### src/hdl/fitsp_pkg.sv
`timescale 1ns / 1ps
// ----------------------------------------------------------------------------
// fitsp_pkg
// Shared types and constants of the integer pixel to single converter.
// ----------------------------------------------------------------------------
package fitsp_pkg;

    localparam int COUNT_WIDTH_DEF = 29;
    localparam int QUEUE_DEPTH_DEF = 4;

    localparam int PIXEL_COUNT_W = 29;
    localparam int CFG_INDEX_W   = 2;
    localparam int CFG_DATA_W    = 32;

    // configuration register indexes
    localparam logic [CFG_INDEX_W-1:0] REG_MODE        = 2'd0;
    localparam logic [CFG_INDEX_W-1:0] REG_SCALE       = 2'd1;
    localparam logic [CFG_INDEX_W-1:0] REG_OFFSET      = 2'd2;
    localparam logic [CFG_INDEX_W-1:0] REG_PIXEL_COUNT = 2'd3;

    // sample width modes, anything else is 32-bit signed
    localparam logic [1:0] MODE_U8    = 2'd0;
    localparam logic [1:0] MODE_S16   = 2'd1;
    localparam logic [1:0] MODE_S32   = 2'd2;
    localparam logic [1:0] MODE_SPARE = 2'd3;

    localparam logic [1:0]  MODE_RESET  = MODE_S16;
    localparam logic [31:0] SCALE_RESET = 32'h3F80_0000;

    typedef struct packed {
        logic [7:0] data_byte;
        logic       frame_start;
    } fitsp_in_t;

    typedef struct packed {
        logic [31:0] pixel_value;
        logic        last_pixel;
    } fitsp_out_t;

    // one assembled sample in sign and magnitude form
    typedef struct packed {
        logic        neg;
        logic [31:0] mag;
        logic        last;
    } fitsp_sample_t;

endpackage

### src/hdl/fitsp_back.sv
`timescale 1ns / 1ps
// ----------------------------------------------------------------------------
// fitsp_back
// Pipelined sample * scale + offset, double rounding then single rounding.
// ----------------------------------------------------------------------------
module fitsp_back (
    input  logic                     clk,
    input  logic                     rst_n,
    input  logic                     in_valid,
    input  fitsp_pkg::fitsp_sample_t in_item,
    output logic                     in_take,
    input  logic [31:0]              scale,
    input  logic [31:0]              offset,
    output logic                     empty,
    input  logic                     pop,
    output fitsp_pkg::fitsp_out_t    pixel_item
);
    import fitsp_pkg::*;

    localparam int EW = 11;

    typedef enum logic [1:0] {
        SPEC_NONE,
        SPEC_NAN,
        SPEC_POS_INF,
        SPEC_NEG_INF
    } spec_t;

    function automatic logic [6:0] lzc64(input logic [63:0] v);
        logic [6:0] n;
        logic       hit;
        n   = 7'd64;
        hit = 1'b0;
        for (int i = 63; i >= 0; i--)
        begin
            if (!hit && v[i])
            begin
                n   = 7'(63 - i);
                hit = 1'b1;
            end
        end
        return n;
    endfunction

    logic adv;

    // ---------------- stage 1: multiply ----------------
    logic          s_ef_zero;
    logic [7:0]    s_ef_eff;
    logic [23:0]   s_sig;
    logic          scale_nan, scale_inf, off_nan, off_inf;
    logic          prod_nan, prod_inf, p_sign;
    spec_t         spec1_next;

    logic          v1_reg;
    logic          last1_reg, sign1_reg;
    spec_t         spec1_reg;
    logic [EW-1:0] e1_reg;
    logic [54:0]   p1_reg;

    assign s_ef_zero = (scale[30:23] == 8'd0);
    assign s_ef_eff  = s_ef_zero ? 8'd1 : scale[30:23];
    assign s_sig     = {!s_ef_zero, scale[22:0]};
    assign scale_nan = (scale[30:23] == 8'hFF) && (scale[22:0] != '0);
    assign scale_inf = (scale[30:23] == 8'hFF) && (scale[22:0] == '0);
    assign off_nan   = (offset[30:23] == 8'hFF) && (offset[22:0] != '0);
    assign off_inf   = (offset[30:23] == 8'hFF) && (offset[22:0] == '0);
    assign p_sign    = in_item.neg ^ scale[31];
    assign prod_nan  = scale_nan || (scale_inf && in_item.mag == '0);
    assign prod_inf  = scale_inf && in_item.mag != '0;

    always_comb
    begin
        if (prod_nan || off_nan)
            spec1_next = SPEC_NAN;
        else if (prod_inf && off_inf && p_sign != offset[31])
            spec1_next = SPEC_NAN;
        else if (prod_inf)
            spec1_next = p_sign ? SPEC_NEG_INF : SPEC_POS_INF;
        else if (off_inf)
            spec1_next = offset[31] ? SPEC_NEG_INF : SPEC_POS_INF;
        else
            spec1_next = SPEC_NONE;
    end

    // ---------------- stage 2: round product to 53 bits ----------------
    logic [52:0]   keep2;
    logic          g2, st2, up2;
    logic [1:0]    sh2;

    logic          v2_reg, last2_reg, sign2_reg;
    spec_t         spec2_reg;
    logic [EW-1:0] e2_reg;
    logic [53:0]   q2_reg;

    always_comb
    begin
        if (p1_reg[54])
        begin
            keep2 = p1_reg[54:2];
            g2    = p1_reg[1];
            st2   = p1_reg[0];
            sh2   = 2'd2;
        end
        else if (p1_reg[53])
        begin
            keep2 = p1_reg[53:1];
            g2    = p1_reg[0];
            st2   = 1'b0;
            sh2   = 2'd1;
        end
        else
        begin
            keep2 = p1_reg[52:0];
            g2    = 1'b0;
            st2   = 1'b0;
            sh2   = 2'd0;
        end
        up2 = g2 && (st2 || keep2[0]);
    end

    // ---------------- stage 3: product leading zeros ----------------
    logic          v3_reg, last3_reg, sign3_reg;
    spec_t         spec3_reg;
    logic [EW-1:0] e3_reg;
    logic [53:0]   q3_reg;
    logic [5:0]    lz3_reg;

    // ---------------- stage 4: normalize product and offset ----------------
    logic          o_ef_zero;
    logic [7:0]    o_ef_eff;
    logic [23:0]   o_sig;
    logic [4:0]    o_lz;
    logic [52:0]   px4_next, ox4_next;
    logic [EW-1:0] pe4_next, oe4_next;

    logic          v4_reg, last4_reg, ps4_reg, os4_reg, pz4_reg, oz4_reg;
    spec_t         spec4_reg;
    logic [52:0]   px4_reg, ox4_reg;
    logic [EW-1:0] pe4_reg, oe4_reg;

    assign o_ef_zero = (offset[30:23] == 8'd0);
    assign o_ef_eff  = o_ef_zero ? 8'd1 : offset[30:23];
    assign o_sig     = {!o_ef_zero, offset[22:0]};
    assign o_lz      = 5'(lzc64({o_sig, 40'hFF_FFFF_FFFF}));
    assign ox4_next  = {o_sig, 29'b0} << o_lz;
    assign oe4_next  = $signed({3'b0, o_ef_eff}) - EW'(150) - EW'(29)
                       - $signed({6'b0, o_lz});

    always_comb
    begin
        if (q3_reg[53])
        begin
            px4_next = q3_reg[53:1];
            pe4_next = e3_reg + EW'(1);
        end
        else
        begin
            px4_next = q3_reg[52:0] << lz3_reg;
            pe4_next = e3_reg - $signed({5'b0, lz3_reg});
        end
    end

    // ---------------- stage 5: order operands ----------------
    logic          p_big;
    logic [EW-1:0] d5;

    logic          v5_reg, last5_reg, xs5_reg, sub5_reg, bz5_reg, zs5_reg;
    spec_t         spec5_reg;
    logic [52:0]   xm5_reg, ym5_reg;
    logic [EW-1:0] xe5_reg;
    logic [5:0]    dd5_reg;

    assign p_big = oz4_reg || (!pz4_reg && ($signed(pe4_reg) > $signed(oe4_reg)
                   || (pe4_reg == oe4_reg && px4_reg >= ox4_reg)));
    assign d5    = p_big ? pe4_reg - oe4_reg : oe4_reg - pe4_reg;

    // ---------------- stage 6: align smaller operand ----------------
    logic [109:0]  wide6;

    logic          v6_reg, last6_reg, xs6_reg, sub6_reg, bz6_reg, zs6_reg;
    spec_t         spec6_reg;
    logic [55:0]   x6_reg, a6_reg;
    logic [EW-1:0] e6_reg;

    assign wide6 = {ym5_reg, 57'b0} >> dd5_reg;

    // ---------------- stage 7: add or subtract ----------------
    logic [56:0]   sum7_next;

    logic          v7_reg, last7_reg, s7_reg, z7_reg;
    spec_t         spec7_reg;
    logic [56:0]   sum7_reg;
    logic [EW-1:0] e7_reg;

    assign sum7_next = sub6_reg ? {1'b0, x6_reg} - {1'b0, a6_reg}
                                : {1'b0, x6_reg} + {1'b0, a6_reg};

    // ---------------- stage 8: sum leading zeros ----------------
    logic          v8_reg, last8_reg, s8_reg, z8_reg;
    spec_t         spec8_reg;
    logic [56:0]   sum8_reg;
    logic [EW-1:0] e8_reg;
    logic [5:0]    lz8_reg;

    // ---------------- stage 9: normalize sum ----------------
    logic          v9_reg, last9_reg, s9_reg, z9_reg;
    spec_t         spec9_reg;
    logic [55:0]   n9_reg;
    logic [EW-1:0] e9_reg;

    // ---------------- stage 10: round to double ----------------
    logic [53:0]   m10;
    logic          up10;

    logic          v10_reg, last10_reg, s10_reg, z10_reg;
    spec_t         spec10_reg;
    logic [52:0]   dm10_reg;
    logic [EW-1:0] de10_reg;

    assign up10 = n9_reg[2] && (n9_reg[1] || n9_reg[0] || n9_reg[3]);
    assign m10  = {1'b0, n9_reg[55:3]} + 54'(up10);

    // ---------------- stage 11: single alignment ----------------
    logic [EW-1:0]  t11;
    logic [5:0]     drop11;
    logic [8:0]     base11;
    logic [108:0]   wide11;

    logic          v11_reg, last11_reg, s11_reg, z11_reg, g11_reg, st11_reg;
    spec_t         spec11_reg;
    logic [23:0]   k11_reg;
    logic [8:0]    base11_reg;

    assign t11 = -EW'(149) - de10_reg;

    always_comb
    begin
        // normal single range keeps 24 bits, below it the lsb is pinned at 2^-149
        if ($signed(de10_reg) >= -$signed(EW'(178)))
        begin
            drop11 = 6'd29;
            base11 = 9'(de10_reg + EW'(178));
        end
        else
        begin
            drop11 = ($signed(t11) > $signed(EW'(55))) ? 6'd55 : t11[5:0];
            base11 = '0;
        end
    end

    assign wide11 = {dm10_reg, 56'b0} >> drop11;

    // ---------------- stage 12: round and pack ----------------
    logic [24:0]   r12;
    logic [31:0]   mag12;
    logic [31:0]   bits12;

    logic          out_valid_reg;
    fitsp_out_t    out_item_reg;

    assign r12   = {1'b0, k11_reg} + 25'(g11_reg && (st11_reg || k11_reg[0]));
    assign mag12 = {base11_reg, 23'b0} + 32'(r12);

    always_comb
    begin
        case (spec11_reg)
            SPEC_NAN:     bits12 = 32'h7FC0_0000;
            SPEC_POS_INF: bits12 = 32'h7F80_0000;
            SPEC_NEG_INF: bits12 = 32'hFF80_0000;
            default:
            begin
                if (z11_reg)
                    bits12 = {s11_reg, 31'b0};
                else if (mag12 >= 32'h7F80_0000)
                    bits12 = {s11_reg, 31'h7F80_0000};
                else
                    bits12 = {s11_reg, mag12[30:0]};
            end
        endcase
    end

    assign adv        = !out_valid_reg || pop;
    assign in_take    = adv && in_valid;
    assign empty      = !out_valid_reg;
    assign pixel_item = out_item_reg;

    // payload stages
    always_ff @(posedge clk)
    begin
        if (adv)
        begin
            last1_reg  <= in_item.last;
            sign1_reg  <= p_sign;
            spec1_reg  <= spec1_next;
            e1_reg     <= $signed({3'b0, s_ef_eff}) - EW'(150);
            p1_reg     <= 55'(in_item.mag) * 55'(s_sig);

            last2_reg  <= last1_reg;
            sign2_reg  <= sign1_reg;
            spec2_reg  <= spec1_reg;
            e2_reg     <= e1_reg + $signed({9'b0, sh2});
            q2_reg     <= {1'b0, keep2} + 54'(up2);

            last3_reg  <= last2_reg;
            sign3_reg  <= sign2_reg;
            spec3_reg  <= spec2_reg;
            e3_reg     <= e2_reg;
            q3_reg     <= q2_reg;
            lz3_reg    <= 6'(lzc64({q2_reg[52:0], 11'h7FF}));

            last4_reg  <= last3_reg;
            spec4_reg  <= spec3_reg;
            ps4_reg    <= sign3_reg;
            pz4_reg    <= (q3_reg == '0);
            px4_reg    <= px4_next;
            pe4_reg    <= pe4_next;
            os4_reg    <= offset[31];
            oz4_reg    <= (o_sig == '0);
            ox4_reg    <= ox4_next;
            oe4_reg    <= oe4_next;

            last5_reg  <= last4_reg;
            spec5_reg  <= spec4_reg;
            xs5_reg    <= p_big ? ps4_reg : os4_reg;
            xm5_reg    <= p_big ? px4_reg : ox4_reg;
            xe5_reg    <= p_big ? pe4_reg : oe4_reg;
            ym5_reg    <= p_big ? ox4_reg : px4_reg;
            dd5_reg    <= ($signed(d5) > $signed(EW'(57))) ? 6'd57 : d5[5:0];
            sub5_reg   <= ps4_reg ^ os4_reg;
            bz5_reg    <= pz4_reg && oz4_reg;
            zs5_reg    <= ps4_reg && os4_reg;

            last6_reg  <= last5_reg;
            spec6_reg  <= spec5_reg;
            xs6_reg    <= xs5_reg;
            sub6_reg   <= sub5_reg;
            bz6_reg    <= bz5_reg;
            zs6_reg    <= zs5_reg;
            x6_reg     <= {xm5_reg, 3'b0};
            // guard, round, then sticky folded into the lsb
            a6_reg     <= {wide6[109:55], |wide6[54:0]};
            e6_reg     <= xe5_reg - EW'(3);

            last7_reg  <= last6_reg;
            spec7_reg  <= spec6_reg;
            sum7_reg   <= sum7_next;
            e7_reg     <= e6_reg;
            z7_reg     <= (sum7_next == '0);
            s7_reg     <= (sum7_next == '0) ? (bz6_reg && zs6_reg) : xs6_reg;

            last8_reg  <= last7_reg;
            spec8_reg  <= spec7_reg;
            s8_reg     <= s7_reg;
            z8_reg     <= z7_reg;
            sum8_reg   <= sum7_reg;
            e8_reg     <= e7_reg;
            lz8_reg    <= 6'(lzc64({sum7_reg[55:0], 8'hFF}));

            last9_reg  <= last8_reg;
            spec9_reg  <= spec8_reg;
            s9_reg     <= s8_reg;
            z9_reg     <= z8_reg;
            if (sum8_reg[56])
            begin
                n9_reg <= {sum8_reg[56:2], sum8_reg[1] | sum8_reg[0]};
                e9_reg <= e8_reg + EW'(1);
            end
            else
            begin
                n9_reg <= sum8_reg[55:0] << lz8_reg;
                e9_reg <= e8_reg - $signed({5'b0, lz8_reg});
            end

            last10_reg <= last9_reg;
            spec10_reg <= spec9_reg;
            s10_reg    <= s9_reg;
            z10_reg    <= z9_reg;
            if (m10[53])
            begin
                dm10_reg <= m10[53:1];
                de10_reg <= e9_reg + EW'(4);
            end
            else
            begin
                dm10_reg <= m10[52:0];
                de10_reg <= e9_reg + EW'(3);
            end

            last11_reg <= last10_reg;
            spec11_reg <= spec10_reg;
            s11_reg    <= s10_reg;
            z11_reg    <= z10_reg;
            k11_reg    <= wide11[79:56];
            g11_reg    <= wide11[55];
            st11_reg   <= |wide11[54:0];
            base11_reg <= base11;

            out_item_reg.pixel_value <= bits12;
            out_item_reg.last_pixel  <= last11_reg;
        end
    end

    always_ff @(posedge clk or negedge rst_n)
    begin
        if (!rst_n)
        begin
            v1_reg        <= 1'b0;
            v2_reg        <= 1'b0;
            v3_reg        <= 1'b0;
            v4_reg        <= 1'b0;
            v5_reg        <= 1'b0;
            v6_reg        <= 1'b0;
            v7_reg        <= 1'b0;
            v8_reg        <= 1'b0;
            v9_reg        <= 1'b0;
            v10_reg       <= 1'b0;
            v11_reg       <= 1'b0;
            out_valid_reg <= 1'b0;
        end
        else if (adv)
        begin
            v1_reg        <= in_valid;
            v2_reg        <= v1_reg;
            v3_reg        <= v2_reg;
            v4_reg        <= v3_reg;
            v5_reg        <= v4_reg;
            v6_reg        <= v5_reg;
            v7_reg        <= v6_reg;
            v8_reg        <= v7_reg;
            v9_reg        <= v8_reg;
            v10_reg       <= v9_reg;
            v11_reg       <= v10_reg;
            out_valid_reg <= v11_reg;
        end
    end

endmodule

### config.mk
export PLATFORM = sky130hd
export DESIGN_NAME = fitsp_back
export DESIGN_NICKNAME = d
export VERILOG_FILES = /design/src/hdl/fitsp_pkg.sv /design/src/hdl/fitsp_back.sv
export SDC_FILE = /design/constraint.sdc
export NUM_CORES = 2
export LEC_CHECK = 0
export ABC_AREA = 1
export BUFFER_PORTS_ARGS = -buffer_cell sky130_fd_sc_hd__buf_2
export CORE_ASPECT_RATIO = 1.2
export CORE_UTILIZATION = 60
export CTS_BUF_LIST = sky130_fd_sc_hd__clkbuf_4
export DETAILED_ROUTE_END_ITERATION = 8
export PLACE_DENSITY = 0.83
export SYNTH_ARGS = -nofsm -noshare
export SYNTH_HDL_FRONTEND = slang
export SYNTH_SLANG_ARGS = --single-unit
### constraint.sdc
create_clock -name clk -period 58.7 [get_ports clk]
set_input_delay 5.87 -clock clk [delete_from_list [all_inputs] [get_ports clk]]
set_output_delay 5.87 -clock clk [all_outputs]
set_load 0.05 [all_outputs]
* Yosys cells after proc, flatten, opt, wreduce, memory -nomap -nowiden *
Cells that the tools add are included.

word-level totals
  output and inout port bits = 35
  register bits = 984
  input port bits = 102

cells by class
  $lt $le $gt $ge = 6
  muxes and demuxes = 407
  equality and inequality tests = 7
  bitwise gates (word level) = 6
  reductions and logical operators = 310
  add/subtract/negate cells = 22
  $mul = 1
  shifts and indexed selects = 5

operators with widths
  operator                                         number
  6-bit two-way mux                                64
  5-bit two-way mux                                56
  1-bit two-way mux                                251
  53-bit two-way mux                               4
  1-bit logical AND                                147
  1-bit logical NOT                                133
  55-bit OR reduction                              2
  110-bit by 6-bit >> shifter with 110-bit output  1
  109-bit by 6-bit >> shifter with 80-bit output   1
  53-bit by 1-bit adder with 54-bit output         2
  52-bit two-way mux                               2
  32-bit case mux with 3 select lines              1
  31-bit two-way mux                               2
  56-bit by 56-bit adder with 57-bit output        1
  57-bit logical NOT                               1
  57-bit two-way mux                               1
  56-bit by 56-bit subtractor with 57-bit output   1
  4-bit two-way mux                                14
  56-bit by 6-bit << shifter with 56-bit output    1
  32-bit by 24-bit multiplier with 55-bit output   1
  11-bit two-way mux                               5
  55-bit two-way mux                               1
  54-bit logical NOT                               1
  53-bit greater-or-equal comparator               1
  45 further kinds                                 70

* Depth between registers and ports, before layout *
  depth after elaboration = 225
  gate-level depth with buffers = 49
  gate-level depth less buffers = 47

* Worst setup path before layout *
Ideal clock, no wire load.

  path type = in2reg
  start point = in pop
  end point = reg a6_reg[0] (enable)
  library setup time = 1673 ps
  buffers on the path = 1
  path slack = 25501 ps
  stages = 3
  arrival time = 31525 ps
  data required time = 57027 ps
  cell sequence = nor2_1 inv_1 clkbuf_1

between the ends
  cells in the longest elaborated chain, start to end = 1

ends and longest elaborated chain
  element               line               text
  from (decl)           fitsp_back.sv:15   input logic pop,
  1-bit logical OR      fitsp_back.sv:283  assign adv = !out_valid_reg || pop;
  to (signal assigned)  fitsp_back.sv:342  a6_reg <= {wide6[109:55], |wide6[54:0]};
  to (decl)             fitsp_back.sv:183  logic [55:0] x6_reg, a6_reg;

No other way between the ends.
A chain may end at the register's enable or synchronous reset.

* Worst setup path after layout *
  start point = in pop
  end point = out in_take

between the ends
  cells in the longest elaborated chain, start to end = 2

ends and longest elaborated chain
  element            line               text
  1-bit logical OR   fitsp_back.sv:283
  1-bit logical AND  fitsp_back.sv:284  assign in_take = adv && in_valid;
  to (decl)          fitsp_back.sv:11   output logic in_take,

No other way between the ends.

==> reports/qor.csv <==
metric,value,unit
status,finished with violations,
violated checks,design-rule violations,
Post-synth EDFFs,941,
syn_nets,11300,
Crit-path slowest cell,nor2_1,
core area,139000,sq um
combinational family with the most area after synthesis,adder cells,
Adder-Cell Fraction of Synth Area,0.214,
Critical Path Fanout Max,115,
routed vias,71200,
Synth Register Bits,953,
sequential area share after synthesis,0.339,
# IOs,137,
Worst slew margin,0.118,
Syn Area/Cell,8.26,sq um
Final Skew,0.108,ns
crit path launch,pop,
xor and xnor area share after synthesis,0.0267,
postcts setup bufs,0,
mux contribution to synthesized area,0.0198,
row count,150,
unrepaired setup endpoints after global routing,no,
Vias/cell,5.85,
Die ar.,142000,sq um
Final Critical Period,13.43,ns
Post-CTS Hold Fix Bufs,0,
DIE HEIGHT,413,microns
DIE WIDTH,344,microns
CTS tree,done,
DRT Pass-1 Iters,9,
"slowest stage delay, CP",0.69,ns
most frequent cells after synthesis,"nand2_1 (2,539), inv_1 (1,806), edfxtp_1 (941)",
first-pass GRT wire length,402000,microns
Synth Flop Type,edfxtp_1,
CP most frequent cell,buf_2,
initial antenna violation count,23,
RR Endpoint,pixel_item[5]$_SDFFCE_PP0N_,
r2r setup slk,52.38,ns
vias in the first global route,71700,
ys async rst share,0.0126,
Remaining DRCs,9,
Synth Area in Simple Gates,0.186,
area share of the largest cell type after synthesis,0.335,
Congestion Overflow GR,0,
fin cells,12200,
Hold/Removal Path Class,flip-flop to flip-flop,
drt total wl,262000,microns
setup TNS,0,ns
Starting Density,0.605,
Synth Area in Compound Gates,0.110,
R2R cell count,20,
most common cell in the netlist,nand2_1,
post_cts resized,0,
clk_lat worst skew,1.30,ns
Final period util,0.229,
nets@finish,11300,
worst-margin pin slew,1.32,ns
Critical R2R Launch,g11_reg$_DFFE_PN_,
YS warnings,0,
dpl hpwl,205000,microns
GPL Wtd Cong,1.02,
Final ANT Viol Nets,0,
final hold vios,0,
Cell variety after synth,76,
crit path to,in_take,
Setup-failing EPs final,0,
H-tree levels,4,
CTS sink cnt,953,
critical-path cell list,buf_2 -> nor2_1 -> inv_8 -> nand2_1 -> inv_1 -> buf_2,
Critical Path RT,52.83,ns
Yosys top cell by area,edfxtp_1,
WL per Instance,21.6,microns
fmax,74.5,MHz
total track usage,0.375,
Layout area overhead,5.66,%
Syn Inst Count,10200,
final worst slack,45.27,ns
fin. max-slew vios,0,
PortBufs,136,
placed insts,11700,
element type at the critical path end,output port,
"Buf+Inv Stages, Crit Path",4,
CP Depth,6,
Synth area leaders,"edfxtp_1 (34%), fa_1 (16%), nand2_1 (11%)",
Crit path arrival time,7.56,ns
layout cells sized above 1,0.0658,
Root Buffer Master,clkbuf_4,
largest net degree at the start of global routing,116,
number of DRC markers in iteration 0,6329,
number of CTS-inserted buffers,233,
Top Family by Delay on Critical Path,simple AND/OR/NAND/NOR gates,
"Reg clk slew, reported paths",0.06,ns
synthesized area,84300,sq um
Setup WS pre-CTS,44.23,ns
critical path startpoint category,input port,
Clock Tree Buf Depth,3,
Crit Path Class,input port to output port,
MaxCap Viol Count,0,
-- worst min-delay path by stage --
stage	startpoint	endpoint	slack [ns]	cells after the start
final	xm5_reg[36]$_DFFE_PN_	x6_reg[39]$_DFFE_PN_	0.40	0
after global routing	xm5_reg[27]$_SDFFCE_PP0N_	x6_reg[30]$_DFFE_PN_	0.41	0
after CTS	xm5_reg[2]$_SDFFCE_PP0N_	x6_reg[5]$_DFFE_PN_	0.41	0
after detailed placement	spec10_reg[1]$_DFFE_PN_	spec11_reg[1]$_DFFE_PN_	0.40	0
after global placement	xm5_reg[3]$_SDFFCE_PP0N_	x6_reg[6]$_DFFE_PN_	0.40	0
after floorplan	bz5_reg$_DFFE_PN_	bz6_reg$_DFFE_PN_	0.40	0
-- worst register-to-register path, delay by kind of cell (launching register included) --
| family | cells | cell delay (ns) |
|---|---|---|
| and+or+nand+nor | 16 | 4.91 |
| buffers and inverters | 2 | 0.34 |
| AOI/OAI and AO/OA | 2 | 0.52 |
| DFF | 1 | 0.36 |
-- stage by stage --
stage	hold WS, ns	util	cell area [sq um]
finish	0.395	0.639	89000
global route	0.409	0.639	89000
CTS	0.409	0.639	89000
detailed placement	0.405	0.617	85900
global placement	0.401	0.617	85900
floorplan	0.400	-	84300
-- placed cells by master, fill, tap and decap left out, types with 260 or more instances in the layout --
master	instances
nor2_1	571
edfxtp_1	941
inv_1	1804
ha_1	376
nand2_1	2537
o21ai_0	921
a21oi_1	314
fa_1	664
nand3_1	260
clkbuf_4	323
-- per-layer routing --
metal | up-vias | part of all wire | GRT usage
met5 | - | 0.00040 | 0
met4 | 18 | 0.095 | 0.303
met3 | 1091 | 0.067 | 0.0644
met2 | 3264 | 0.49 | 0.646
met1 | 33800 | 0.35 | 0.404
li1 | 33000 | - | -
-- cell families after synthesis --
group,after synthesis
compound gates,1644
xor+xnor,257
fa+ha+maj,1040
buf+inv,2344
flops,953
mux,167
simple gates,3796
-- area by class of cell --
type | count | area [sq um]
clock inverter | 98 | 671
inverter | 1827 | 6870
multi-input combinational | 6904 | 46900
antenna | 16 | 40.0
tap | 1824 | 2280
sequential | 953 | 28600
fill | 11900 | 50200
timing repair buffer | 215 | 1270
clock buffer | 323 | 2420
Power is not shown: default switching activity piles up to over one toggle a cycle in this logic, so the estimate is an artifact.
